`src/rtl/rssi_target_tracker_assert.svh`:
```
// Assertion macros shared by the tracker RTL.
// Define NO_ASSERTIONS to compile every check away; no other dependencies.
`ifndef RSSI_TARGET_TRACKER_ASSERT_SVH
`define RSSI_TARGET_TRACKER_ASSERT_SVH
`ifndef NO_ASSERTIONS
// Same-cycle implication, disabled while reset is asserted.
`define RTT_ASSERT_SAME(label, clk, rst_n, ante, cons) \
  label: assert property (@(posedge clk) disable iff (!rst_n) (ante) |-> (cons)) \
    else $error("tracker check failed in the same cycle");
// Next-cycle implication, disabled while reset is asserted.
`define RTT_ASSERT_NEXT(label, clk, rst_n, ante, cons) \
  label: assert property (@(posedge clk) disable iff (!rst_n) (ante) |=> (cons)) \
    else $error("tracker check failed one cycle later");
`else
`define RTT_ASSERT_SAME(label, clk, rst_n, ante, cons)
`define RTT_ASSERT_NEXT(label, clk, rst_n, ante, cons)
`endif
`endif

```
`src/rtl/rtt_pkg.sv`:
```
// Types, constants and percent helper for the RSSI target tracker.
// No dependencies; used by rtt_track, rtt_report and rssi_target_tracker.
package rtt_pkg;

  typedef logic signed [7:0] rssi_t;
  typedef logic [6:0] pct_t;

  typedef enum logic [1:0] {
    OP_SCAN    = 2'd0,
    OP_RESTART = 2'd1,
    OP_READ    = 2'd2
  } op_t;

  typedef enum logic [2:0] {
    PROX_SEARCH     = 3'd0,
    PROX_FAR        = 3'd1,
    PROX_NEAR       = 3'd2,
    PROX_CLOSE      = 3'd3,
    PROX_VERY_CLOSE = 3'd4
  } prox_t;

  typedef enum logic [1:0] {
    SIG_STRONG = 2'd0,
    SIG_FAIR   = 2'd1,
    SIG_WEAK   = 2'd2,
    SIG_POOR   = 2'd3
  } sig_t;

  typedef enum logic [1:0] {
    TREND_SEARCHING   = 2'd0,
    TREND_STABLE      = 2'd1,
    TREND_APPROACHING = 2'd2,
    TREND_AWAY        = 2'd3
  } trend_cls_t;

  typedef enum logic [1:0] {
    LVL_EMPTY  = 2'd0,
    LVL_LOW    = 2'd1,
    LVL_MEDIUM = 2'd2,
    LVL_HIGH   = 2'd3
  } level_t;

  // Tracker state plus the registered history read, as seen by the report stage.
  typedef struct packed {
    logic        seen;
    rssi_t       rssi;
    rssi_t       peak;
    rssi_t       trend;
    logic [31:0] count;
    logic        is_read;
    logic        hist_hit;
    rssi_t       hist_sample;
  } rtt_status_t;

  localparam rssi_t RSSI_MIN    = -8'sd127;
  localparam rssi_t RSSI_MAX    = 8'sd0;
  localparam rssi_t SEEN_FLOOR  = -8'sd120;
  localparam rssi_t LOST_TREND  = -8'sd8;
  localparam rssi_t LOST_SAMPLE = -8'sd100;
  localparam rssi_t TREND_RESET = 8'sd0;
  localparam rssi_t PCT_FLOOR   = -8'sd100;
  localparam rssi_t PCT_CEIL    = -8'sd35;
  localparam rssi_t SIG_STRONG_MIN = -8'sd58;
  localparam rssi_t SIG_FAIR_MIN   = -8'sd74;
  localparam rssi_t SIG_WEAK_MIN   = -8'sd88;
  localparam rssi_t TREND_UP_MIN   = 8'sd4;
  localparam rssi_t TREND_DOWN_MAX = -8'sd4;

  localparam pct_t PCT_FULL      = 7'd100;
  localparam pct_t PROX_VC_MIN   = 7'd76;
  localparam pct_t PROX_CLOSE_MIN = 7'd52;
  localparam pct_t PROX_NEAR_MIN = 7'd28;
  localparam pct_t LVL_HIGH_ABOVE = 7'd70;
  localparam pct_t LVL_MED_ABOVE = 7'd38;

  localparam int PCT_SPAN = 65;
  localparam int PCT_LUT_LAST = 64;

  typedef logic [PCT_LUT_LAST:0][6:0] pct_lut_t;

  // Percent for each offset above the floor, built at elaboration.
  function automatic pct_lut_t build_pct_lut();
    pct_lut_t t;
    for (int i = 0; i <= PCT_LUT_LAST; i++) begin
      t[i] = pct_t'((i * 100) / PCT_SPAN);
    end
    return t;
  endfunction

  localparam pct_lut_t PCT_LUT = build_pct_lut();

  function automatic pct_t pct_of(rssi_t r);
    rssi_t ofs;
    ofs = r - PCT_FLOOR;
    if (r <= PCT_FLOOR) begin
      return '0;
    end else if (r >= PCT_CEIL) begin
      return PCT_FULL;
    end else begin
      return PCT_LUT[ofs[6:0]];
    end
  endfunction

endpackage

```
`src/rtl/rtt_track.sv`:
```
// Tracker state and sample ring: updates on every accepted transaction.
// Depends on rtt_pkg.
module rtt_track #(
  parameter int HISTORY_DEPTH = 32
) (
  input  logic                clk,
  input  logic                rst_n,
  input  logic                acc,
  input  logic [1:0]          opcode,
  input  logic                found,
  input  logic signed [7:0]   rssi,
  input  logic [4:0]          age_index,
  output rtt_pkg::rtt_status_t status
);
  import rtt_pkg::*;

  localparam int HW = (HISTORY_DEPTH > 1) ? $clog2(HISTORY_DEPTH) : 1;

  rssi_t           rssi_r, peak_r, trend_r;
  logic            seen_r;
  logic [31:0]     count_r;
  logic [HW-1:0]   head_r, head_inc;
  logic [HISTORY_DEPTH-1:0] filled_r;
  logic            is_read_r, hit_r;
  rssi_t           rd_data_r;

  rssi_t           ring_mem [HISTORY_DEPTH];

  rssi_t           r_sat, wr_data;
  logic signed [8:0] diff;
  rssi_t           trend_new;
  logic            in_range, rd_hit;
  logic [7:0]      rd_sum;
  logic [HW-1:0]   rd_idx;
  logic            wr_en;

  always_comb begin
    // Clamp the reading to -127..0.
    if (rssi > RSSI_MAX) r_sat = RSSI_MAX;
    else if (rssi < RSSI_MIN) r_sat = RSSI_MIN;
    else r_sat = rssi;

    diff = $signed({r_sat[7], r_sat}) - $signed({rssi_r[7], rssi_r});
    if (rssi_r < SEEN_FLOOR) trend_new = TREND_RESET;
    else if (diff > 9'sd127) trend_new = 8'sd127;
    else if (diff < -9'sd127) trend_new = RSSI_MIN;
    else trend_new = diff[7:0];

    wr_data = found ? r_sat : LOST_SAMPLE;
    wr_en = acc && (opcode == OP_SCAN);

    head_inc = (head_r == HW'(HISTORY_DEPTH - 1)) ? '0 : head_r + 1'b1;

    // Age 0 is the oldest slot, which is the next one to be overwritten.
    in_range = {2'b00, age_index} < 7'(HISTORY_DEPTH);
    rd_sum = 8'(head_r) + {3'b000, age_index};
    if (rd_sum >= 8'(HISTORY_DEPTH)) rd_sum = rd_sum - 8'(HISTORY_DEPTH);
    rd_idx = rd_sum[HW-1:0];
    rd_hit = in_range && filled_r[rd_idx];
  end

  always_ff @(posedge clk) begin
    if (!rst_n) begin
      rssi_r    <= RSSI_MIN;
      seen_r    <= 1'b0;
      peak_r    <= RSSI_MIN;
      trend_r   <= TREND_RESET;
      count_r   <= '0;
      head_r    <= '0;
      filled_r  <= '0;
      is_read_r <= 1'b0;
      hit_r     <= 1'b0;
    end else if (acc) begin
      is_read_r <= (opcode == OP_READ);
      hit_r     <= rd_hit;
      case (opcode)
        OP_SCAN: begin
          count_r <= count_r + 32'd1;
          seen_r  <= found;
          head_r  <= head_inc;
          filled_r[head_r] <= 1'b1;
          if (found) begin
            rssi_r  <= r_sat;
            trend_r <= trend_new;
            if (peak_r < SEEN_FLOOR || r_sat > peak_r) peak_r <= r_sat;
          end else begin
            rssi_r  <= RSSI_MIN;
            trend_r <= LOST_TREND;
          end
        end
        OP_RESTART: begin
          rssi_r   <= RSSI_MIN;
          seen_r   <= 1'b0;
          peak_r   <= RSSI_MIN;
          trend_r  <= TREND_RESET;
          count_r  <= '0;
          head_r   <= '0;
          filled_r <= '0;
        end
        default: begin
          // Read and the unused opcode leave the state alone.
        end
      endcase
    end
  end

  always_ff @(posedge clk) begin
    if (wr_en) ring_mem[head_r] <= wr_data;
    if (acc) rd_data_r <= ring_mem[rd_idx];
  end

  assign status = '{
    seen:        seen_r,
    rssi:        rssi_r,
    peak:        peak_r,
    trend:       trend_r,
    count:       count_r,
    is_read:     is_read_r,
    hist_hit:    hit_r,
    hist_sample: rd_data_r
  };

endmodule

```
`src/rtl/rtt_report.sv`:
```
// Result stage: classifies the tracker status and holds the result register.
// Depends on rtt_pkg.
module rtt_report (
  input  logic                clk,
  input  logic                load,
  input  rtt_pkg::rtt_status_t status,
  output logic                seen,
  output logic signed [7:0]   current_rssi,
  output logic [6:0]          strength_pct,
  output logic [2:0]          proximity,
  output logic [1:0]          signal_class,
  output logic signed [7:0]   trend_db,
  output logic [1:0]          trend_class,
  output logic signed [7:0]   peak_rssi,
  output logic [31:0]         scan_count,
  output logic signed [7:0]   history_sample,
  output logic [6:0]          history_pct,
  output logic [1:0]          history_level
);
  import rtt_pkg::*;

  pct_t       pct_nxt, hpct_nxt;
  prox_t      prox_nxt;
  sig_t       sig_nxt;
  trend_cls_t tcl_nxt;
  level_t     lvl_nxt;
  rssi_t      hs_nxt;

  pct_t       pct_r, hpct_r;
  prox_t      prox_r;
  sig_t       sig_r;
  trend_cls_t tcl_r;
  level_t     lvl_r;
  rssi_t      hs_r, rssi_r, trend_r, peak_r;
  logic       seen_r;
  logic [31:0] count_r;

  always_comb begin
    if (status.seen) begin
      pct_nxt = pct_of(status.rssi);
      if (pct_nxt >= PROX_VC_MIN) prox_nxt = PROX_VERY_CLOSE;
      else if (pct_nxt >= PROX_CLOSE_MIN) prox_nxt = PROX_CLOSE;
      else if (pct_nxt >= PROX_NEAR_MIN) prox_nxt = PROX_NEAR;
      else prox_nxt = PROX_FAR;
      if (status.rssi >= SIG_STRONG_MIN) sig_nxt = SIG_STRONG;
      else if (status.rssi >= SIG_FAIR_MIN) sig_nxt = SIG_FAIR;
      else if (status.rssi >= SIG_WEAK_MIN) sig_nxt = SIG_WEAK;
      else sig_nxt = SIG_POOR;
      if (status.trend >= TREND_UP_MIN) tcl_nxt = TREND_APPROACHING;
      else if (status.trend <= TREND_DOWN_MAX) tcl_nxt = TREND_AWAY;
      else tcl_nxt = TREND_STABLE;
    end else begin
      pct_nxt  = '0;
      prox_nxt = PROX_SEARCH;
      sig_nxt  = SIG_POOR;
      tcl_nxt  = TREND_SEARCHING;
    end

    // A zero sample marks an empty slot.
    hs_nxt = (status.is_read && status.hist_hit) ? status.hist_sample : '0;
    if (hs_nxt != '0) begin
      hpct_nxt = pct_of(hs_nxt);
      if (hpct_nxt > LVL_HIGH_ABOVE) lvl_nxt = LVL_HIGH;
      else if (hpct_nxt > LVL_MED_ABOVE) lvl_nxt = LVL_MEDIUM;
      else lvl_nxt = LVL_LOW;
    end else begin
      hpct_nxt = '0;
      lvl_nxt  = LVL_EMPTY;
    end
  end

  always_ff @(posedge clk) begin
    if (load) begin
      seen_r  <= status.seen;
      rssi_r  <= status.rssi;
      pct_r   <= pct_nxt;
      prox_r  <= prox_nxt;
      sig_r   <= sig_nxt;
      trend_r <= status.trend;
      tcl_r   <= tcl_nxt;
      peak_r  <= status.peak;
      count_r <= status.count;
      hs_r    <= hs_nxt;
      hpct_r  <= hpct_nxt;
      lvl_r   <= lvl_nxt;
    end
  end

  assign seen           = seen_r;
  assign current_rssi   = rssi_r;
  assign strength_pct   = pct_r;
  assign proximity      = prox_r;
  assign signal_class   = sig_r;
  assign trend_db       = trend_r;
  assign trend_class    = tcl_r;
  assign peak_rssi      = peak_r;
  assign scan_count     = count_r;
  assign history_sample = hs_r;
  assign history_pct    = hpct_r;
  assign history_level  = lvl_r;

endmodule

```
`src/rtl/rssi_target_tracker.sv`:
```
// Top level of the RSSI target tracker: handshake control and two stages.
// Depends on rtt_pkg, rtt_track, rtt_report and rssi_target_tracker_assert.svh.
//
//   channel | direction | handshake           | payload
//   --------+-----------+---------------------+------------------------------------------
//   in_     | to block  | in_valid / in_stall | opcode, found, rssi, age_index
//   out_    | from block| out_valid/out_stall | seen .. scan_count, history_sample/pct/level
//
// One transaction per clock sustained while out_stall stays low; a result reaches
// the output ports by way of the tracker state and history read, registered at the
// accept edge, and then the result register, which loads once it is free.
// Synchronous active-low reset clears all tracker state; history slots carry
// one valid flag each, so there is no clearing pass and input is taken at once.
// in_stall rises only when the tracker stage holds a transaction and the result
// register is full and stalled; a taken result frees the path in the same cycle.
`include "rssi_target_tracker_assert.svh"
module rssi_target_tracker #(
  parameter int HISTORY_DEPTH = 32
) (
  input  logic              clk,
  input  logic              rst_n,
  input  logic              in_valid,
  output logic              in_stall,
  input  logic [1:0]        in_opcode,
  input  logic              in_found,
  input  logic signed [7:0] in_rssi,
  input  logic [4:0]        in_age_index,
  output logic              out_valid,
  input  logic              out_stall,
  output logic              out_seen,
  output logic signed [7:0] out_current_rssi,
  output logic [6:0]        out_strength_pct,
  output logic [2:0]        out_proximity,
  output logic [1:0]        out_signal_class,
  output logic signed [7:0] out_trend_db,
  output logic [1:0]        out_trend_class,
  output logic signed [7:0] out_peak_rssi,
  output logic [31:0]       out_scan_count,
  output logic signed [7:0] out_history_sample,
  output logic [6:0]        out_history_pct,
  output logic [1:0]        out_history_level
);
  import rtt_pkg::*;

  logic        s1_valid_r, s1_valid_nxt;
  logic        out_valid_r, out_valid_nxt;
  logic        acc, adv;
  rtt_status_t status;

  // Advance the tracker stage whenever the result register is free or drains now.
  assign adv      = s1_valid_r && (!out_valid_r || !out_stall);
  // Hold the input only when the tracker stage cannot move on.
  assign in_stall = s1_valid_r && !adv;
  assign acc      = in_valid && !in_stall;

  always_comb begin
    s1_valid_nxt = s1_valid_r;
    if (acc) s1_valid_nxt = 1'b1;
    else if (adv) s1_valid_nxt = 1'b0;

    out_valid_nxt = out_valid_r;
    if (adv) out_valid_nxt = 1'b1;
    else if (out_valid_r && !out_stall) out_valid_nxt = 1'b0;
  end

  always_ff @(posedge clk) begin
    if (!rst_n) begin
      s1_valid_r  <= 1'b0;
      out_valid_r <= 1'b0;
    end else begin
      s1_valid_r  <= s1_valid_nxt;
      out_valid_r <= out_valid_nxt;
    end
  end

  assign out_valid = out_valid_r;

  // State update and history read happen at the accept edge.
  rtt_track #(
    .HISTORY_DEPTH(HISTORY_DEPTH)
  ) u_track (
    .clk      (clk),
    .rst_n    (rst_n),
    .acc      (acc),
    .opcode   (in_opcode),
    .found    (in_found),
    .rssi     (in_rssi),
    .age_index(in_age_index),
    .status   (status)
  );

  // Classify the post-update status into the result register.
  rtt_report u_report (
    .clk           (clk),
    .load          (adv),
    .status        (status),
    .seen          (out_seen),
    .current_rssi  (out_current_rssi),
    .strength_pct  (out_strength_pct),
    .proximity     (out_proximity),
    .signal_class  (out_signal_class),
    .trend_db      (out_trend_db),
    .trend_class   (out_trend_class),
    .peak_rssi     (out_peak_rssi),
    .scan_count    (out_scan_count),
    .history_sample(out_history_sample),
    .history_pct   (out_history_pct),
    .history_level (out_history_level)
  );

  `RTT_ASSERT_SAME(a_stall_has_work, clk, rst_n, in_stall, s1_valid_r && out_valid_r)
  `RTT_ASSERT_NEXT(a_restart_clears, clk, rst_n, acc && in_opcode == OP_RESTART,
    !status.seen && status.count == '0 && status.peak == RSSI_MIN)
  `RTT_ASSERT_NEXT(a_found_scan_seen, clk, rst_n, acc && in_opcode == OP_SCAN && in_found,
    status.seen && !status.is_read)
  `RTT_ASSERT_SAME(a_empty_hist_zero, clk, rst_n, out_valid && out_history_level == LVL_EMPTY,
    out_history_pct == '0 && out_history_sample == '0)

endmodule

```
`config.mk`:
```
export PLATFORM = sky130hd
export DESIGN_NAME = rssi_target_tracker
export DESIGN_NICKNAME = d
export VERILOG_FILES = /design/src/rtl/rtt_pkg.sv /design/src/rtl/rtt_track.sv /design/src/rtl/rtt_report.sv /design/src/rtl/rssi_target_tracker.sv
export VERILOG_INCLUDE_DIRS = /design/src /design/src/rtl
export SDC_FILE = /design/constraint.sdc
export NUM_CORES = 1
export LEC_CHECK = 0
export ABC_CLOCK_PERIOD_IN_PS = 11700
export BUFFER_PORTS_ARGS = -buffer_cell sky130_fd_sc_hd__buf_4
export CORE_MARGIN = 1.5
export CORE_UTILIZATION = 40
export CTS_BUF_LIST = sky130_fd_sc_hd__clkbuf_8
export CTS_CLUSTER_SIZE = 16
export DETAILED_ROUTE_END_ITERATION = 8
export SLEW_MARGIN = 25
export SYNTH_ARGS = -nofsm -noshare
export SYNTH_HDL_FRONTEND = slang
export SYNTH_SLANG_ARGS = --single-unit
```
`constraint.sdc`:
```
create_clock -name clk -period 11.7 [get_ports clk]
set_input_delay 1.755 -clock clk [delete_from_list [all_inputs] [get_ports clk]]
set_output_delay 1.755 -clock clk [all_outputs]
set_load 0.05 [all_outputs]
```
# [Word-level counts from Yosys, hierarchy flattened]
# Memory sizes are Yosys's and may differ from the RTL's. A register that Yosys moved wholly into a read port is not among the register bits.
# Cells that the tools add are included.
[totals] reg_bits=186 ramBits=256 mem_bits_ro=1792 output_inout_bits=90 elab_cells=141 n_memories=3
[mem_list] memory="(name not given)" depth=128 width=7 read_ports=1 rd_ports_with_merged_regs=0 write_ports=0 line_no="rtt_pkg.sv:100" source="return PCT_LUT[ofs[6:0]];"
[mem_list] memory="(name not given)" depth=128 width=7 read_ports=1 rd_ports_with_merged_regs=0 write_ports=0 line_no="rtt_pkg.sv:100"
[mem_list] memory="u_track.ring_mem" depth=32 width=8 read_ports=1 rd_ports_with_merged_regs=1 write_ports=1 line_no="rtt_track.sv:27" source="rssi_t ring_mem [HISTORY_DEPTH];"
[op_classes] addsub=7 n_lt_le_gt_ge=27 n_eq_ne=5 mux=50 bitwise_logic=2 n_reduce_logical=22
[ops] operator="32-bit case mux with 2 select lines" count=2
[ops] operator="8-bit 2-to-1 mux" count=11
[ops] operator="7-bit 2-to-1 mux" count=10
[ops] operator="8-bit case mux with 2 select lines" count=3
[ops] operator="32-bit by 1-bit adder with 32-bit output (second input constant)" count=1
[ops] operator="32-bit OR" count=1
[ops] operator="8-bit by 7-bit >= comparator with 1-bit output (second input constant)" count=3
[ops] operator="8-bit < comparator (second input constant)" count=3
[ops] operator="7-bit by 9-bit < comparator with 1-bit output (second input constant)" count=2
[ops] operator="8-bit >= comparator (second input constant)" count=2
[ops] operator="8-bit <= comparator (second input constant)" count=2
[ops] operator="2-bit 2-to-1 mux" count=7
[ops] operator="7-bit by 6-bit subtractor with 7-bit output (second input constant)" count=2
[ops] operator="5-bit by 6-bit < comparator with 1-bit output (second input constant)" count=2
[ops] operator="5-bit 2-to-1 mux" count=2
[ops] operator="5-bit case mux with 2 select lines" count=1
[ops] operator="9-bit by 8-bit greater-than comparator with 1-bit output (second input constant)" count=1
[ops] operator="9-bit by 8-bit < comparator with 1-bit output (second input constant)" count=1
[ops] operator="1-bit 2-to-1 mux" count=9
[ops] operator="8-bit by 8-bit subtractor with 9-bit output" count=1
[ops] operator="8-bit by 4-bit >= comparator with 1-bit output (second input constant)" count=1
[ops] operator="8-bit by 1-bit greater-than comparator with 1-bit output (second input constant)" count=1
[ops] operator="8-bit greater-than comparator" count=1
[ops] operator="8-bit by 3-bit <= comparator with 1-bit output (second input constant)" count=1
[ops] operator="28 further kinds" count=43

# [Longest topological paths before layout]
[depth] word_depth=12 depth_mapped=18 depth_no_buf=18

# [Hierarchy]
# A second synthesis with hierarchy kept.
[unflattened] hier_cells=1411 hier_area_um2=19952.9
[by_module_without_submodules] module="rtt_track" instances=1 cells_each=989 area_each_um2=15041.9
[by_module_without_submodules] module="rtt_report" instances=1 cells_each=414 area_each_um2=4827.1
[by_module_without_submodules] module="rssi_target_tracker" instances=1 cells_each=8 area_each_um2=83.8

# [Least setup slack after synthesis]
# No wires, ideal clock.
[synth_path] path_kind="input port to flip-flop" from="input out_stall" to="register u_report.rssi_r[0], in the netlist u_report.current_rssi[0], enable pin" setup_ps=668 arrival_ps=8143 required_time_ps=11032 slack_ps=2889 stages=1 path_buffers=0 cell_sequence="a21boi_0"
[synth_via] elab_chain_len=3
[synth_rtl] element="start, declared" line_no="rssi_target_tracker.sv:29" source="input logic out_stall,"
[synth_rtl] element="1-bit logical NOT" line_no="rssi_target_tracker.sv:51" source="assign adv = s1_valid_r && (!out_valid_r || !out_stall);"
[synth_rtl] element="1-bit logical OR" line_no="rssi_target_tracker.sv:51"
[synth_rtl] element="1-bit logical AND" line_no="rssi_target_tracker.sv:51"
[synth_rtl] element="end signal, assigned" line_no="rtt_report.sv:75" source="rssi_r <= status.rssi;"
[synth_rtl] element="end, declared" line_no="rtt_report.sv:34" source="rssi_t hs_r, rssi_r, trend_r, peak_r;"
# Every way passes these cells.
# A chain may end at the register's enable or synchronous reset.

# [Worst setup path after layout]
[layout_path] from="input in_rssi[2]" to="register u_track.trend_r[2]"
[layout_via] elab_chain_len=10 elab_cells_between_ends=12 classes_between="1 x add/sub; 4 x order compare; 7 x mux"
[layout_rtl] element="start, declared" line_no="rssi_target_tracker.sv:26" source="input logic signed [7:0] in_rssi,"
[layout_rtl] element="8-bit < comparator" line_no="rtt_track.sv:40" source="else if (rssi < RSSI_MIN) r_sat = RSSI_MIN;"
[layout_rtl] element="8-bit 2-to-1 mux" line_no="rtt_track.sv:40"
[layout_rtl] element="8-bit 2-to-1 mux (*)" line_no="rtt_track.sv:39" source="if (rssi > RSSI_MAX) r_sat = RSSI_MAX;"
[layout_rtl] element="8-bit by 8-bit subtractor with 9-bit output (*)" line_no="rtt_track.sv:43" source="diff = $signed({r_sat[7], r_sat}) - $signed({rssi_r[7], rssi_r});"
[layout_rtl] element="9-bit by 8-bit < comparator with 1-bit output" line_no="rtt_track.sv:46" source="else if (diff < -9'sd127) trend_new = RSSI_MIN;"
[layout_rtl] element="8-bit 2-to-1 mux" line_no="rtt_track.sv:46"
[layout_rtl] element="8-bit 2-to-1 mux (*)" line_no="rtt_track.sv:45" source="else if (diff > 9'sd127) trend_new = 8'sd127;"
[layout_rtl] element="8-bit 2-to-1 mux (*)" line_no="rtt_track.sv:44" source="if (rssi_r < SEEN_FLOOR) trend_new = TREND_RESET;"
[layout_rtl] element="8-bit 2-to-1 mux (*)" line_no="rtt_track.sv:82" source="if (found) begin"
[layout_rtl] element="8-bit case mux with 2 select lines (*)" line_no="rtt_track.sv:76" source="case (opcode)"
[layout_rtl] element="end signal, assigned" line_no="rtt_track.sv:84" source="trend_r <= trend_new;"
[layout_rtl] element="end, declared" line_no="rtt_track.sv:19" source="rssi_t rssi_r, peak_r, trend_r;"
# Every way passes the cells marked *; elsewhere a longest branch is shown, timed or not.

==> impl_metrics.toml <==
[outcome]
status = "finished clean"

[worst_hold_path]
hold_class = "flip-flop to flip-flop"
min_path_cells = 0

[synthesis]
synth_nets = 1415
synth_ff_type = "edfxtp_1"
netlist_area_um2 = 19700
yosys_warnings = 0
yosysUniqueCellTypes = 85
async_flop_share_pct = 0
synth.avg_cell_area_um2 = 14.6
netlist_instances = 1348
ys_ff_latch = 450
ys_seq_area_share_pct = 63.7
synth-edff-count = 352

[worst_setup_path]
cp_max_fo = 9
path_buf_inv = 2
r2r_cells = 10
critical_path.max_stage_delay_ns = 0.50
crit_chain = "buf_4, or4_1, nor4_1, nand2b_1, ha_1, nor2_1, nand2_1, inv_1, ha_1, a21o_1, a21oi_2, o211ai_1, a2111oi_0, a21o_1, o21ai_0, a21boi_0, o2bb2ai_1"
cp_num_cells = 17
endpoint_kind = "flip-flop"
start_kind = "input port"
cp.arrival_ns = 5.85
crit_required_ns = 12.21
critical_path.top_delay_family = "compound AO/OA/AOI/OAI gates"
path_class = "input port to flip-flop"
slowest_stage = "or4_1"

[clocking]
post-cts-setup-buffer-count = 0
clockRootBuffer = "clkbuf_8"
clock_sinks = 450
cts_hold_buffers = 0
clock_path_buffers = 3
path_clk_slew_ns = 0.06
cts_made_buffers = 73
cts_tree = "built"
clk-insertion-delay-late_ns = 0.64
h-tree-depth = 3
cts-resized-gates = 0

[timing]
fin_crit_sh_pct = 45.7
setup-violations-final = 0
finalWorstSetupSlack_ns = 6.36
setup_tns_ns = 0
skew_ns = 0.0305
rsz0062_at_grt = "no"
worst_slew_pin_slew_ns = 1.01
hold_viol = 0
holdWs_ns = 0.455
fmax_mhz = 187
relSlewSlack_pct = 32.4
finalCriticalPeriod_ns = 5.34
slew_violations = 0

[global_route]
grt_most_used_layer = "met2"
grt_max_degree = 73
grt_usage_pct = 17.9
met2_usage_pct = 27.4
grt_pass1_wl_um = 68400
grt_pass1_vias = 11600
antenna_found_initial = 0
grtUsageMet3_pct = 3.68
met1_usage_pct = 25.7
overflow = 0

[detailed_routing]
vias_per_cell = 5.38
drt_iter0_markers = 1074
num_vias = 11900
routed_wl_um = 45000
first_pass_iters = 5
antenna_left = 0
drc = 0
wire_per_inst_um = 20.4

[cells_and_area]
fin_cells = 2209
fin_nets = 1551
antenna_cells = 0
synthToLayoutAreaGrowth_pct = 15.2
drive_gt1_share_pct = 22.5
fin_area_um2 = 22700

[place]
dp_hpwl_um = 29100
gp_congestion = 0.834
numPlacedInstances = 2073
dpl-instance-area_um2 = 21200
pre_cts_slack_ns = 5.78
port_buffers = 109

[power]
pwr-share-clk_pct = 39.8
swShare_pct = 24.1
combPwrFrac_pct = 8.5
internal_power_mw = 2.58
peakVddDrop_v = 0.0000586
pwr-share-seq_pct = 51.7
power.leakage_nw = 7.98
p_per_area_nw_per_um2 = 150
power_switching_mw = 0.821

[die]
ios = 110
core_area_um2 = 48700
dieArea_um2 = 50500
dieWidth_um = 225
die_h_um = 225
num_rows = 81
start_util_pct = 40.4

[run]
maxCapViolCount = 0
## final cells by class
cell class,count,area (um^2)
Timing Repair Buffer,123,931
Inverter,50,188
Clock buffer,84,1160
Tap cell,664,831
Multi-Input combinational cell,786,6730
Fill cell,4256,26100
Sequential cell,450,12500
Clock inverter,52,310
## per-stage QoR
step / total power, mW / util, %
global placement: 2.08 / 43.4
floorplan: 1.99 / -
CTS: 3.44 / 46.5
finish: 3.40 / 46.5
global route: 3.52 / 46.5
detailed placement: 2.08 / 43.5
## worst paths after layout
check	from	end	slack, ns
worst max-delay path	in_rssi[2]	u_track.trend_r[2]	6.36
worst min-delay path	u_track.peak_r[2]	u_report.peak_rssi[2]	0.46
worst max register to register	u_track.rssi_r[2]	u_track.trend_r[2]	7.92
worst min register to register	u_track.peak_r[2]	u_report.peak_rssi[2]	0.46
## routing by layer
metal	wire, um	part of all wire (%)
met3	2910	6.5
met1	20800	46
met4	789	1.8
met5	0	0
met2	20500	46
## worst reg2reg max path, stage by stage, from the launching register on
cell       delay, ns
dfxtp_1         0.88
inv_1           0.45
ha_1            0.47
a21o_1          0.21
a21oi_2         0.19
o211ai_1        0.16
a2111oi_0       0.47
a21o_1          0.22
o21ai_0         0.25
a21boi_0        0.27
o2bb2ai_1       0.08
## placed cells by master (no fill, tap or decap), types with 18 or more instances in the layout
cell      synthesis  final
edfxtp_1        352    352
nor2_1          127    127
buf_4             6    121
dfxtp_1          98     98
mux4_2           87     87
clkbuf_8          0     84
nand2_1          82     80
inv_1            50     75
ha_1             45     44
o21ai_0          35     34
o21a_1           32     32
a21oi_1          29     29
nand3_1          29     29
xor2_1           25     25
nor3_1           21     21
nor2b_1          18     18
a211oi_1         18     18
## flip-flops by register name, indices dropped and copies added, names as in the netlist, 3 cells and up
signal,count
u_track.trend_r,8
u_report.proximity,3
u_report.strength_pct,7
u_track.ring_mem,256
u_report.history_sample,8
u_report.current_rssi,8
u_report.history_pct,7
u_track.filled_r,32
u_report.scan_count,32
u_track.rd_data_r,8
u_track.rssi_r,8
u_track.head_r,5
u_track.peak_r,8
u_report.trend_db,8
u_track.count_r,32
u_report.peak_rssi,8
## cells in the mapped netlist (6+ instances only)
| master | n | area share [%] |
|---|---|---|
| or3_1 | 8 | 0.25 |
| clkbuf_1 | 28 | 0.53 |
| nor2_1 | 127 | 2.4 |
| edfxtp_1 | 352 | 54 |
| nand3b_1 | 10 | 0.38 |
| a22oi_1 | 6 | 0.23 |
| and2_1 | 16 | 0.51 |
| dfxtp_1 | 98 | 10 |
| buf_4 | 6 | 0.23 |
| and3_1 | 17 | 0.54 |
| xor2_1 | 25 | 1.1 |
| a21o_1 | 8 | 0.31 |
| mux2_2 | 10 | 0.57 |
| a21boi_0 | 8 | 0.31 |
| mux2i_1 | 8 | 0.41 |
| nand2_1 | 82 | 1.6 |
| o21a_1 | 32 | 1.2 |
| a21oi_1 | 29 | 0.74 |
| xnor2_1 | 19 | 0.85 |
| o211ai_1 | 7 | 0.27 |
| a211oi_1 | 18 | 0.69 |
| o32ai_1 | 7 | 0.31 |
| nor3b_1 | 7 | 0.27 |
| mux4_2 | 87 | 10 |
| nor3_1 | 21 | 0.53 |
| nand3_1 | 29 | 0.74 |
| nor2b_1 | 18 | 0.57 |
| ha_1 | 45 | 2.9 |
| nand2b_1 | 7 | 0.22 |
| o21ai_0 | 35 | 0.89 |
| nand4_1 | 11 | 0.35 |
| buf_2 | 22 | 0.56 |
| inv_1 | 50 | 0.95 |
## power groups by stage
stage               logic, mW  registers (mW)  clock network, mW
finish                  0.290            1.76               1.35
global route            0.310            1.76               1.45
CTS                     0.293            1.76               1.39
detailed placement      0.292            1.79                  0
global placement        0.290            1.79                  0
floorplan               0.161            1.83                  0
## cell families after synthesis
kind of cell	after synthesis	synth area share, %
flip-flops	450	63.7
AND/OR/NAND/NOR	375	9.38
AO/OA/AOI/OAI	206	7.41
buffers and inverters	112	2.51
multiplexers	111	11.7
XOR/XNOR	47	2.26
adder cells (fa/ha/maj)	47	3.06
(Power assumes the default switching activity.)
